File: config.mk
export PLATFORM = sky130hd
export DESIGN_NAME = greedy_change_maker
export DESIGN_NICKNAME = d
export VERILOG_FILES = /design/src/hdl/gcm_pkg.sv /design/src/hdl/greedy_change_maker.sv /design/src/hdl/gcm_ctrl.sv /design/src/hdl/gcm_dp.sv
export SDC_FILE = /design/constraint.sdc
export NUM_CORES = 1
export LEC_CHECK = 0
export BUFFER_PORTS_ARGS = -buffer_cell sky130_fd_sc_hd__buf_2
export CORE_ASPECT_RATIO = 0.6
export CORE_MARGIN = 8
export CORE_UTILIZATION = 50
export CTS_BUF_LIST = sky130_fd_sc_hd__clkbuf_8
export CTS_CLUSTER_DIAMETER = 120
export DETAILED_ROUTE_END_ITERATION = 8
export GPL_ROUTABILITY_DRIVEN = 0
export GPL_TIMING_DRIVEN = 0
export PLACE_DENSITY = 0.64
export SKIP_CTS_REPAIR_TIMING = 1
export SYNTH_ARGS = -nofsm -noshare
export SYNTH_HDL_FRONTEND = slang
export SYNTH_SLANG_ARGS = --single-unit
File: constraint.sdc
create_clock -name clk -period 10.7 [get_ports clk]
set_input_delay 0.535 -clock clk [delete_from_list [all_inputs] [get_ports clk]]
set_output_delay 0.535 -clock clk [all_outputs]
set_load 0.02 [all_outputs]
File: src/hdl/gcm_pkg.sv
// Shared types and constants for the greedy change maker.
// Holds the denomination table, field widths and the controller-to-datapath command.
// No dependencies.
package gcm_pkg;

	localparam int DENOM_W   = 16;
	localparam int COUNT_W   = 17;
	localparam int IDX_W     = 4;
	localparam int NUM_BILLS = 7;
	localparam int NUM_DENOM = 15;

	// Largest denomination of each mode, divided out by reciprocal multiplication
	localparam int DENOM_TOP_BILL = 50000;
	localparam int DENOM_TOP_COIN = 200;

	localparam logic [IDX_W-1:0]   IDX_FIRST_BILL = IDX_W'(0);
	localparam logic [IDX_W-1:0]   IDX_FIRST_COIN = IDX_W'(NUM_BILLS);
	localparam logic [IDX_W-1:0]   IDX_LAST       = IDX_W'(NUM_DENOM - 1);
	localparam logic [COUNT_W-1:0] COUNT_MAX      = '1;

	// Configuration register word indexes
	localparam logic REG_INCLUDE_BILLS = 1'b0;

	typedef struct packed {
		logic             load;      // take a new amount
		logic             mul_lo;    // partial product of the low amount half
		logic             mul_hi;    // add the partial product of the high half
		logic             rem_calc;  // estimated quotient and remainder
		logic             rem_fix;   // correct the estimate by one
		logic             emit;      // produce the result for idx into the output register
		logic             use_quot;  // first entry: count comes from the quotient
		logic [IDX_W-1:0] idx;       // table entry being worked on
	} gcm_cmd_t;

	// Notes of 500 down to 5 euro, then coins of 2 euro down to 1 cent
	function automatic logic [DENOM_W-1:0] denom_of(input logic [IDX_W-1:0] idx);
		logic [DENOM_W-1:0] d;
		case (idx)
			4'd0:    d = 16'd50000;
			4'd1:    d = 16'd20000;
			4'd2:    d = 16'd10000;
			4'd3:    d = 16'd5000;
			4'd4:    d = 16'd2000;
			4'd5:    d = 16'd1000;
			4'd6:    d = 16'd500;
			4'd7:    d = 16'd200;
			4'd8:    d = 16'd100;
			4'd9:    d = 16'd50;
			4'd10:   d = 16'd20;
			4'd11:   d = 16'd10;
			4'd12:   d = 16'd5;
			4'd13:   d = 16'd2;
			default: d = 16'd1;
		endcase
		return d;
	endfunction

endpackage

File: src/hdl/greedy_change_maker.sv
// Top level of the greedy change maker: configuration register, sequencer
// and datapath. Depends on gcm_pkg, gcm_ctrl and gcm_dp.
//
// Usage
//   Input channel (in_valid/in_ready, amount_cents): one item is an amount in
//   cents. It is split greedily over the euro table, 2 euro down to 1 cent,
//   or 500 euro down to 1 cent when include_bills is set.
//   Output channel (out_valid/out_ready): one item per table entry, 8 or 15
//   per amount, with denomination_cents, piece_count and is_last, which marks
//   the 1-cent result closing the amount.
//   Sequence: after acceptance the first denomination divides the amount by
//   reciprocal multiplication in steps: two partial products, the remainder,
//   one correction. Each further entry then takes one compare-subtract step.
//   All entries of an amount are walked before the next amount is taken.
//   Stalls: the table walk holds while the output register is full and not
//   taken. A new amount is taken as soon as the last result sits in the output
//   register, even if the receiver has not yet taken it.
//   Reset: arst_n clears the sequencer, the output valid and include_bills.
//   APB: one register, include_bills at byte address 0; pready is always high.
module greedy_change_maker
	import gcm_pkg::*;
#(
	parameter int AMOUNT_BITS = 24
) (
	input  logic                   clk,
	input  logic                   arst_n,
	// configuration port
	input  logic                   psel,
	input  logic                   penable,
	input  logic                   pwrite,
	input  logic [2:0]             paddr,
	input  logic [31:0]            pwdata,
	output logic [31:0]            prdata,
	output logic                   pready,
	// input items
	input  logic                   in_valid,
	output logic                   in_ready,
	input  logic [AMOUNT_BITS-1:0] amount_cents,
	// result items
	output logic                   out_valid,
	input  logic                   out_ready,
	output logic [DENOM_W-1:0]     denomination_cents,
	output logic [COUNT_W-1:0]     piece_count,
	output logic                   is_last
);

	logic     include_bills_q;
	logic     reg_hit;
	gcm_cmd_t cmd;

	assign pready  = 1'b1;
	// Word index is address bit 2; anything past the single register is ignored
	assign reg_hit = (paddr[2] == REG_INCLUDE_BILLS);
	assign prdata  = reg_hit ? {31'd0, include_bills_q} : 32'd0;

	// Take the low bit of a write on the access phase
	always_ff @(posedge clk or negedge arst_n) begin
		if (!arst_n) begin
			include_bills_q <= 1'b0;
		end else if (psel && penable && pwrite && reg_hit) begin
			include_bills_q <= pwdata[0];
		end
	end

	gcm_ctrl u_ctrl (
		.clk           (clk),
		.arst_n        (arst_n),
		.include_bills (include_bills_q),
		.in_valid      (in_valid),
		.in_ready      (in_ready),
		.out_valid     (out_valid),
		.out_ready     (out_ready),
		.cmd           (cmd)
	);

	gcm_dp #(
		.AMOUNT_BITS (AMOUNT_BITS)
	) u_dp (
		.clk                (clk),
		.cmd                (cmd),
		.amount_cents       (amount_cents),
		.denomination_cents (denomination_cents),
		.piece_count        (piece_count),
		.is_last            (is_last)
	);

endmodule

File: src/hdl/gcm_ctrl.sv
// Sequencer for the greedy change maker: input handshake, division phases,
// table walk and output valid. Depends on gcm_pkg.
module gcm_ctrl
	import gcm_pkg::*;
(
	input  logic     clk,
	input  logic     arst_n,
	input  logic     include_bills,
	input  logic     in_valid,
	output logic     in_ready,
	output logic     out_valid,
	input  logic     out_ready,
	output gcm_cmd_t cmd
);

	localparam logic [2:0] ST_IDLE   = 3'd0;
	localparam logic [2:0] ST_MUL_LO = 3'd1;
	localparam logic [2:0] ST_MUL_HI = 3'd2;
	localparam logic [2:0] ST_REM    = 3'd3;
	localparam logic [2:0] ST_FIX    = 3'd4;
	localparam logic [2:0] ST_STEP   = 3'd5;

	logic [2:0]       state_q;
	logic [IDX_W-1:0] idx_q;
	logic             first_q;
	logic             out_valid_q;
	logic             slot_free;

	assign in_ready  = (state_q == ST_IDLE);
	assign out_valid = out_valid_q;
	assign slot_free = !out_valid_q || out_ready;

	always_comb begin
		cmd          = '0;
		cmd.idx      = idx_q;
		cmd.use_quot = first_q;
		unique case (state_q)
			ST_IDLE:   cmd.load     = in_valid;
			ST_MUL_LO: cmd.mul_lo   = 1'b1;
			ST_MUL_HI: cmd.mul_hi   = 1'b1;
			ST_REM:    cmd.rem_calc = 1'b1;
			ST_FIX:    cmd.rem_fix  = 1'b1;
			ST_STEP:   cmd.emit     = slot_free;
			default:   cmd          = '0;
		endcase
	end

	always_ff @(posedge clk or negedge arst_n) begin
		if (!arst_n) begin
			state_q     <= ST_IDLE;
			idx_q       <= '0;
			first_q     <= 1'b0;
			out_valid_q <= 1'b0;
		end else begin
			if (cmd.emit)
				out_valid_q <= 1'b1;
			else if (out_ready)
				out_valid_q <= 1'b0;

			unique case (state_q)
				ST_IDLE: begin
					if (in_valid) begin
						idx_q   <= include_bills ? IDX_FIRST_BILL : IDX_FIRST_COIN;
						first_q <= 1'b1;
						state_q <= ST_MUL_LO;
					end
				end
				ST_MUL_LO: state_q <= ST_MUL_HI;
				ST_MUL_HI: state_q <= ST_REM;
				ST_REM:    state_q <= ST_FIX;
				ST_FIX:    state_q <= ST_STEP;
				ST_STEP: begin
					if (slot_free) begin
						first_q <= 1'b0;
						if (idx_q == IDX_LAST) begin
							idx_q   <= '0;
							state_q <= ST_IDLE;
						end else begin
							idx_q <= idx_q + 1'b1;
						end
					end
				end
				default: state_q <= ST_IDLE;
			endcase
		end
	end

endmodule

File: src/hdl/gcm_dp.sv
// Datapath for the greedy change maker: reciprocal-multiply division by the first
// denomination, compare-subtract for the rest, output registers. Depends on gcm_pkg.
module gcm_dp
	import gcm_pkg::*;
#(
	parameter int AMOUNT_BITS = 24
) (
	input  logic                   clk,
	input  gcm_cmd_t               cmd,
	input  logic [AMOUNT_BITS-1:0] amount_cents,
	output logic [DENOM_W-1:0]     denomination_cents,
	output logic [COUNT_W-1:0]     piece_count,
	output logic                   is_last
);

	// floor(2^AMOUNT_BITS / 200) needs AMOUNT_BITS-7 bits; the estimate
	// floor(x * recip / 2^AMOUNT_BITS) is the quotient or one below it
	localparam int R_W   = AMOUNT_BITS - 7;
	localparam int XL_W  = AMOUNT_BITS / 2;
	localparam int XH_W  = AMOUNT_BITS - XL_W;
	localparam int ACC_W = AMOUNT_BITS + R_W;
	localparam int RX_W  = DENOM_W + 1;
	localparam int QX_W  = (R_W > COUNT_W) ? R_W : COUNT_W;

	localparam logic [R_W-1:0] RECIP_BILL =
		R_W'((64'd1 << AMOUNT_BITS) / 64'(DENOM_TOP_BILL));
	localparam logic [R_W-1:0] RECIP_COIN =
		R_W'((64'd1 << AMOUNT_BITS) / 64'(DENOM_TOP_COIN));

	logic [AMOUNT_BITS-1:0] dvd_q;
	logic [ACC_W-1:0]       acc_q;
	logic [R_W-1:0]         quo_q;
	logic [RX_W-1:0]        diff_q;
	logic [DENOM_W-1:0]     rem_q;
	logic [DENOM_W-1:0]     denom_q;
	logic [COUNT_W-1:0]     count_q;
	logic                   last_q;

	logic [DENOM_W-1:0]     d;
	logic [R_W-1:0]         recip;
	logic [XL_W+R_W-1:0]    part_lo;
	logic [XH_W+R_W-1:0]    part_hi;
	logic [R_W-1:0]         quo_est;
	logic [RX_W-1:0]        prod;
	logic [RX_W-1:0]        diff;
	logic                   fix_up;
	logic [QX_W-1:0]        quo_x;
	logic [COUNT_W-1:0]     quo_sat;
	logic [DENOM_W:0]       rem_x;
	logic [DENOM_W:0]       d1_x;
	logic [DENOM_W:0]       d2_x;
	logic [COUNT_W-1:0]     step_cnt;
	logic [DENOM_W-1:0]     step_rem;

	assign d = denom_of(cmd.idx);

	// Quotient by the first denomination: two partial products, then the
	// remainder below 2d, worked modulo 2^17, then one correction
	always_comb begin
		recip   = (cmd.idx == IDX_FIRST_BILL) ? RECIP_BILL : RECIP_COIN;
		part_lo = (XL_W+R_W)'(dvd_q[XL_W-1:0]) * (XL_W+R_W)'(recip);
		part_hi = (XH_W+R_W)'(dvd_q[AMOUNT_BITS-1:XL_W]) * (XH_W+R_W)'(recip);
		quo_est = acc_q[ACC_W-1:AMOUNT_BITS];
		prod    = RX_W'(quo_est) * RX_W'(d);
		diff    = RX_W'(dvd_q) - prod;
		fix_up  = (diff_q >= RX_W'(d));
	end

	always_comb begin
		quo_x   = QX_W'(quo_q);
		quo_sat = (quo_x > QX_W'(COUNT_MAX)) ? COUNT_MAX : quo_x[COUNT_W-1:0];
	end

	// Later entries: remainder is below the previous denomination, so at most two pieces
	always_comb begin
		rem_x = {1'b0, rem_q};
		d1_x  = {1'b0, d};
		d2_x  = {d, 1'b0};
		if (rem_x >= d2_x) begin
			step_cnt = COUNT_W'(2);
			step_rem = DENOM_W'(rem_x - d2_x);
		end else if (rem_x >= d1_x) begin
			step_cnt = COUNT_W'(1);
			step_rem = DENOM_W'(rem_x - d1_x);
		end else begin
			step_cnt = '0;
			step_rem = rem_q;
		end
	end

	always_ff @(posedge clk) begin
		if (cmd.load)
			dvd_q <= amount_cents;

		if (cmd.mul_lo)
			acc_q <= ACC_W'(part_lo);
		else if (cmd.mul_hi)
			acc_q <= acc_q + (ACC_W'(part_hi) << XL_W);

		if (cmd.rem_calc) begin
			quo_q  <= quo_est;
			diff_q <= diff;
		end else if (cmd.rem_fix && fix_up) begin
			quo_q <= quo_q + R_W'(1);
		end

		if (cmd.rem_fix)
			rem_q <= fix_up ? DENOM_W'(diff_q - RX_W'(d)) : diff_q[DENOM_W-1:0];
		else if (cmd.emit && !cmd.use_quot)
			rem_q <= step_rem;

		if (cmd.emit) begin
			denom_q <= d;
			count_q <= cmd.use_quot ? quo_sat : step_cnt;
			last_q  <= (cmd.idx == IDX_LAST);
		end
	end

	assign denomination_cents = denom_q;
	assign piece_count        = count_q;
	assign is_last            = last_q;

endmodule

==> summary.md <==
| Metric | Value |
|---|---|
| Port bufs | `69` |
| Synth area leader | `fa_1` |
| H-Tree Depth | `4` |
| Core Area | `0.0460 mm²` |
| Maxcap violations | `0` |
| FP Rows | `61` |
| Hold Crit Start | `amount_cents[19]` |
| Worst setup path startpoint | `u_ctrl.state_q[2]$_DFFE_PN0P_` |
| Synth top area share | `0.246` |
| Worst reg2reg path startpoint | `u_ctrl.state_q[2]$_DFFE_PN0P_` |
| Share of cells above drive strength 1 | `0.0689` |
| Root Driver | `clkbuf_8` |
| Slowest cell on crit path | `fa_1` |
| Initial antenna violation count | `2` |
| Antenna-violating nets left | `0` |
| Total GRT Usage | `0.243` |
| # setup viols final | `0` |
| Final HPWL DP | `52700 µm` |
| Seq cells post-synth | `147` |
| Die Wd | `294 µm` |
| Async set or reset register ratio after synthesis | `0.0680` |
| Syn-to-layout area delta | `7.49%` |
| Slowest stage delay, CP | `520 ps` |
| Hold WC Path Type | `in -> reg` |
| RSZ-0062 raised after global routing | `false` |
| Crit-path most repeated cell | `fa_1` |
| Worst Setup End Kind | `flip-flop` |
| Worst-margin pin slew | `1330 ps` |
| Status | `complete, no violations` |
| Initial core utilization | `0.503` |
| Crit path DAT | `10460 ps` |
| Most instantiated cells after synthesis | `408 x inv_1, 337 x ha_1, 284 x fa_1, 200 x nand2_1, 129 x nor2_1` |
| First-pass GRT wire length | `102000 µm` |
| Residual DRC count | `0` |
| CTS tree | `yes` |
| Final Max Tran Viols | `0` |
| Initial DRC Count | `1537` |
| Setup Slack @ Placement | `-716 ps` |
| Total number of vias | `18.0k` |
| Gr ovfl total | `0` |
| Dominant cell by count in the synthesized netlist | `inv_1` |
| Cells after synthesis | `2458` |
| Ys Warns | `0` |
| Final Worst Setup Slack | `649 ps` |
| Top cells by area, synth | `fa_1 25%, ha_1 18%, edfxtp_1 16%` |
| Die Ht | `183 µm` |
| Netlist Area Pre-Place | `0.0231 mm²` |
| CP Data Required Time | `11110 ps` |
| Period utilization | `0.939` |
| Sink Count | `147` |
| Top FF cell, synth | `edfxtp_1` |
| Largest net degree at the start of global routing | `38` |
| Nets@finish | `3272` |
| TNS Setup | `0 ps` |
| Post-synth EDFFs | `125` |
| Setup Skew | `21.2 ps` |
| Startpoint types | `flip-flop` |
| Slew headroom | `0.110` |
| Sequential cell area fraction in the yosys report | `0.183` |
| Clock latency on the worst-skew pair | `530 ps` |
| Clock transition at path regs | `110 ps` |
| Antenna cells | `0` |
| Worst setup path class | `reg -> reg` |
| Tmin final | `10050 ps` |
| I/O Pins | `135` |
| F_max | `99.5 MHz` |
| Via-to-Cell Ratio | `5.58` |
| Post-synth cell types | `77` |
| Vias in the first global route | `18.3k` |
| Drt wl/cell | `19.7 µm` |
| Max Root-Sink Buffers | `2` |
| Worst Path Max Fanout | `15` |
| Total Wirelength | `63600 µm` |
| Drt pass-1 iters | `6` |
| Final hold viol count | `0` |
| Avg Cell Area, Syn | `9.41 µm²` |
| Full die area | `0.0536 mm²` |
| Final core occ | `0.540` |
| Num CTS Buffers | `17` |
## sequential cells by signal, indices dropped and copies added (netlist names)
| signal | flops |
|---|---|
| include_bills_q | 1 |
| u_ctrl.first_q | 1 |
| u_ctrl.idx_q | 4 |
| u_ctrl.out_valid | 1 |
| u_ctrl.state_q | 3 |
| u_dp.acc_q | 29 |
| u_dp.denomination_cents | 16 |
| u_dp.diff_q | 17 |
| u_dp.dvd_q | 24 |
| u_dp.is_last | 1 |
| u_dp.piece_count | 17 |
| u_dp.quo_q | 17 |
| u_dp.rem_q | 16 |
## metal layers
metal	routed length, µm	global-route usage
met5	0	0.00375
met4	889	0.0472
met3	5750	0.0604
met2	25400	0.341
met1	31500	0.373
## cell families (layout without fill, tap and decap cells)
logic type / after synthesis / after routing / share of synthesized area
AND/OR/NAND/NOR: 633 / 633 / 0.134
adder cells (fa/ha/maj): 621 / 621 / 0.428
buffers and inverters: 512 / 614 / 0.0885
AO/OA/AOI/OAI: 399 / 399 / 0.111
flip-flops: 147 / 147 / 0.183
XOR/XNOR: 137 / 137 / 0.0519
multiplexers: 7 / 7 / 0.00308
other: 2 / 40 / 0.000325
## stage by stage
stage                     instances  instance area, µm²  hold slack [ps]
after floorplan                2496               23300              239
after global placement         3195               24400              407
after detailed placement       3196               24400              417
after CTS                      3228               24800             -187
after global routing           3228               24900              144
final                          3228               24900              168
## critical path, delay by kind of cell (launching register included)
family          cells  cell delay (ps)
compound gates     10             2360
simple gates        9             1660
flops               1              400
fa+ha+maj           8             3480
xor+xnor            3              400
buf+inv             7             1640
## cells in the final DEF (no fill, tap or decap), drive strengths merged, types with 12 or more instances in the layout
master	n
xnor2	89
xor2	48
dfxtp	12
a21oi	114
a21boi	12
edfxtp	125
nor2	129
and3	44
nand2	200
o21a	14
nand3	27
buf	110
inv	419
fa	284
a31oi	14
and2	85
conb	40
ha	337
nor2b	32
clkbuf	76
nor3	32
a211oi	29
o21ai	91
a21o	40
nand2b	19
or2	18
## final timing paths
| kind | end | slack, ps | depth (start not counted) |
|---|---|---|---|
| hold / removal | u_dp.dvd_q[19]$_DFFE_PP_ | 170 | 1 |
| setup reg to reg | u_dp.acc_q[40]$_SDFFE_PP0P_ | 650 | 37 |
| hold reg to reg | u_dp.acc_q[40]$_SDFFE_PP0P_ | 590 | 1 |
| min in group asynchronous | u_ctrl.first_q$_DFFE_PN0P_ | 390 | 2 |
| max in group asynchronous | u_ctrl.state_q[2]$_DFFE_PN0P_ | 10110 | 2 |
| setup / recovery | u_dp.acc_q[40]$_SDFFE_PP0P_ | 650 | 37 |
## area by class of cell
cell class	instances	area (µm²)
repair buffers	71	370
plain buffers	99	507
well taps	630	788
multi-input cells	1837	17000
clock inverters	15	164
inverters	412	1550
clock buffers	17	234
fillers	4165	21200
flip-flops and latches	147	4240
Power is not shown: default switching activity piles up to over one toggle a cycle in this logic, so the estimate is an artifact.
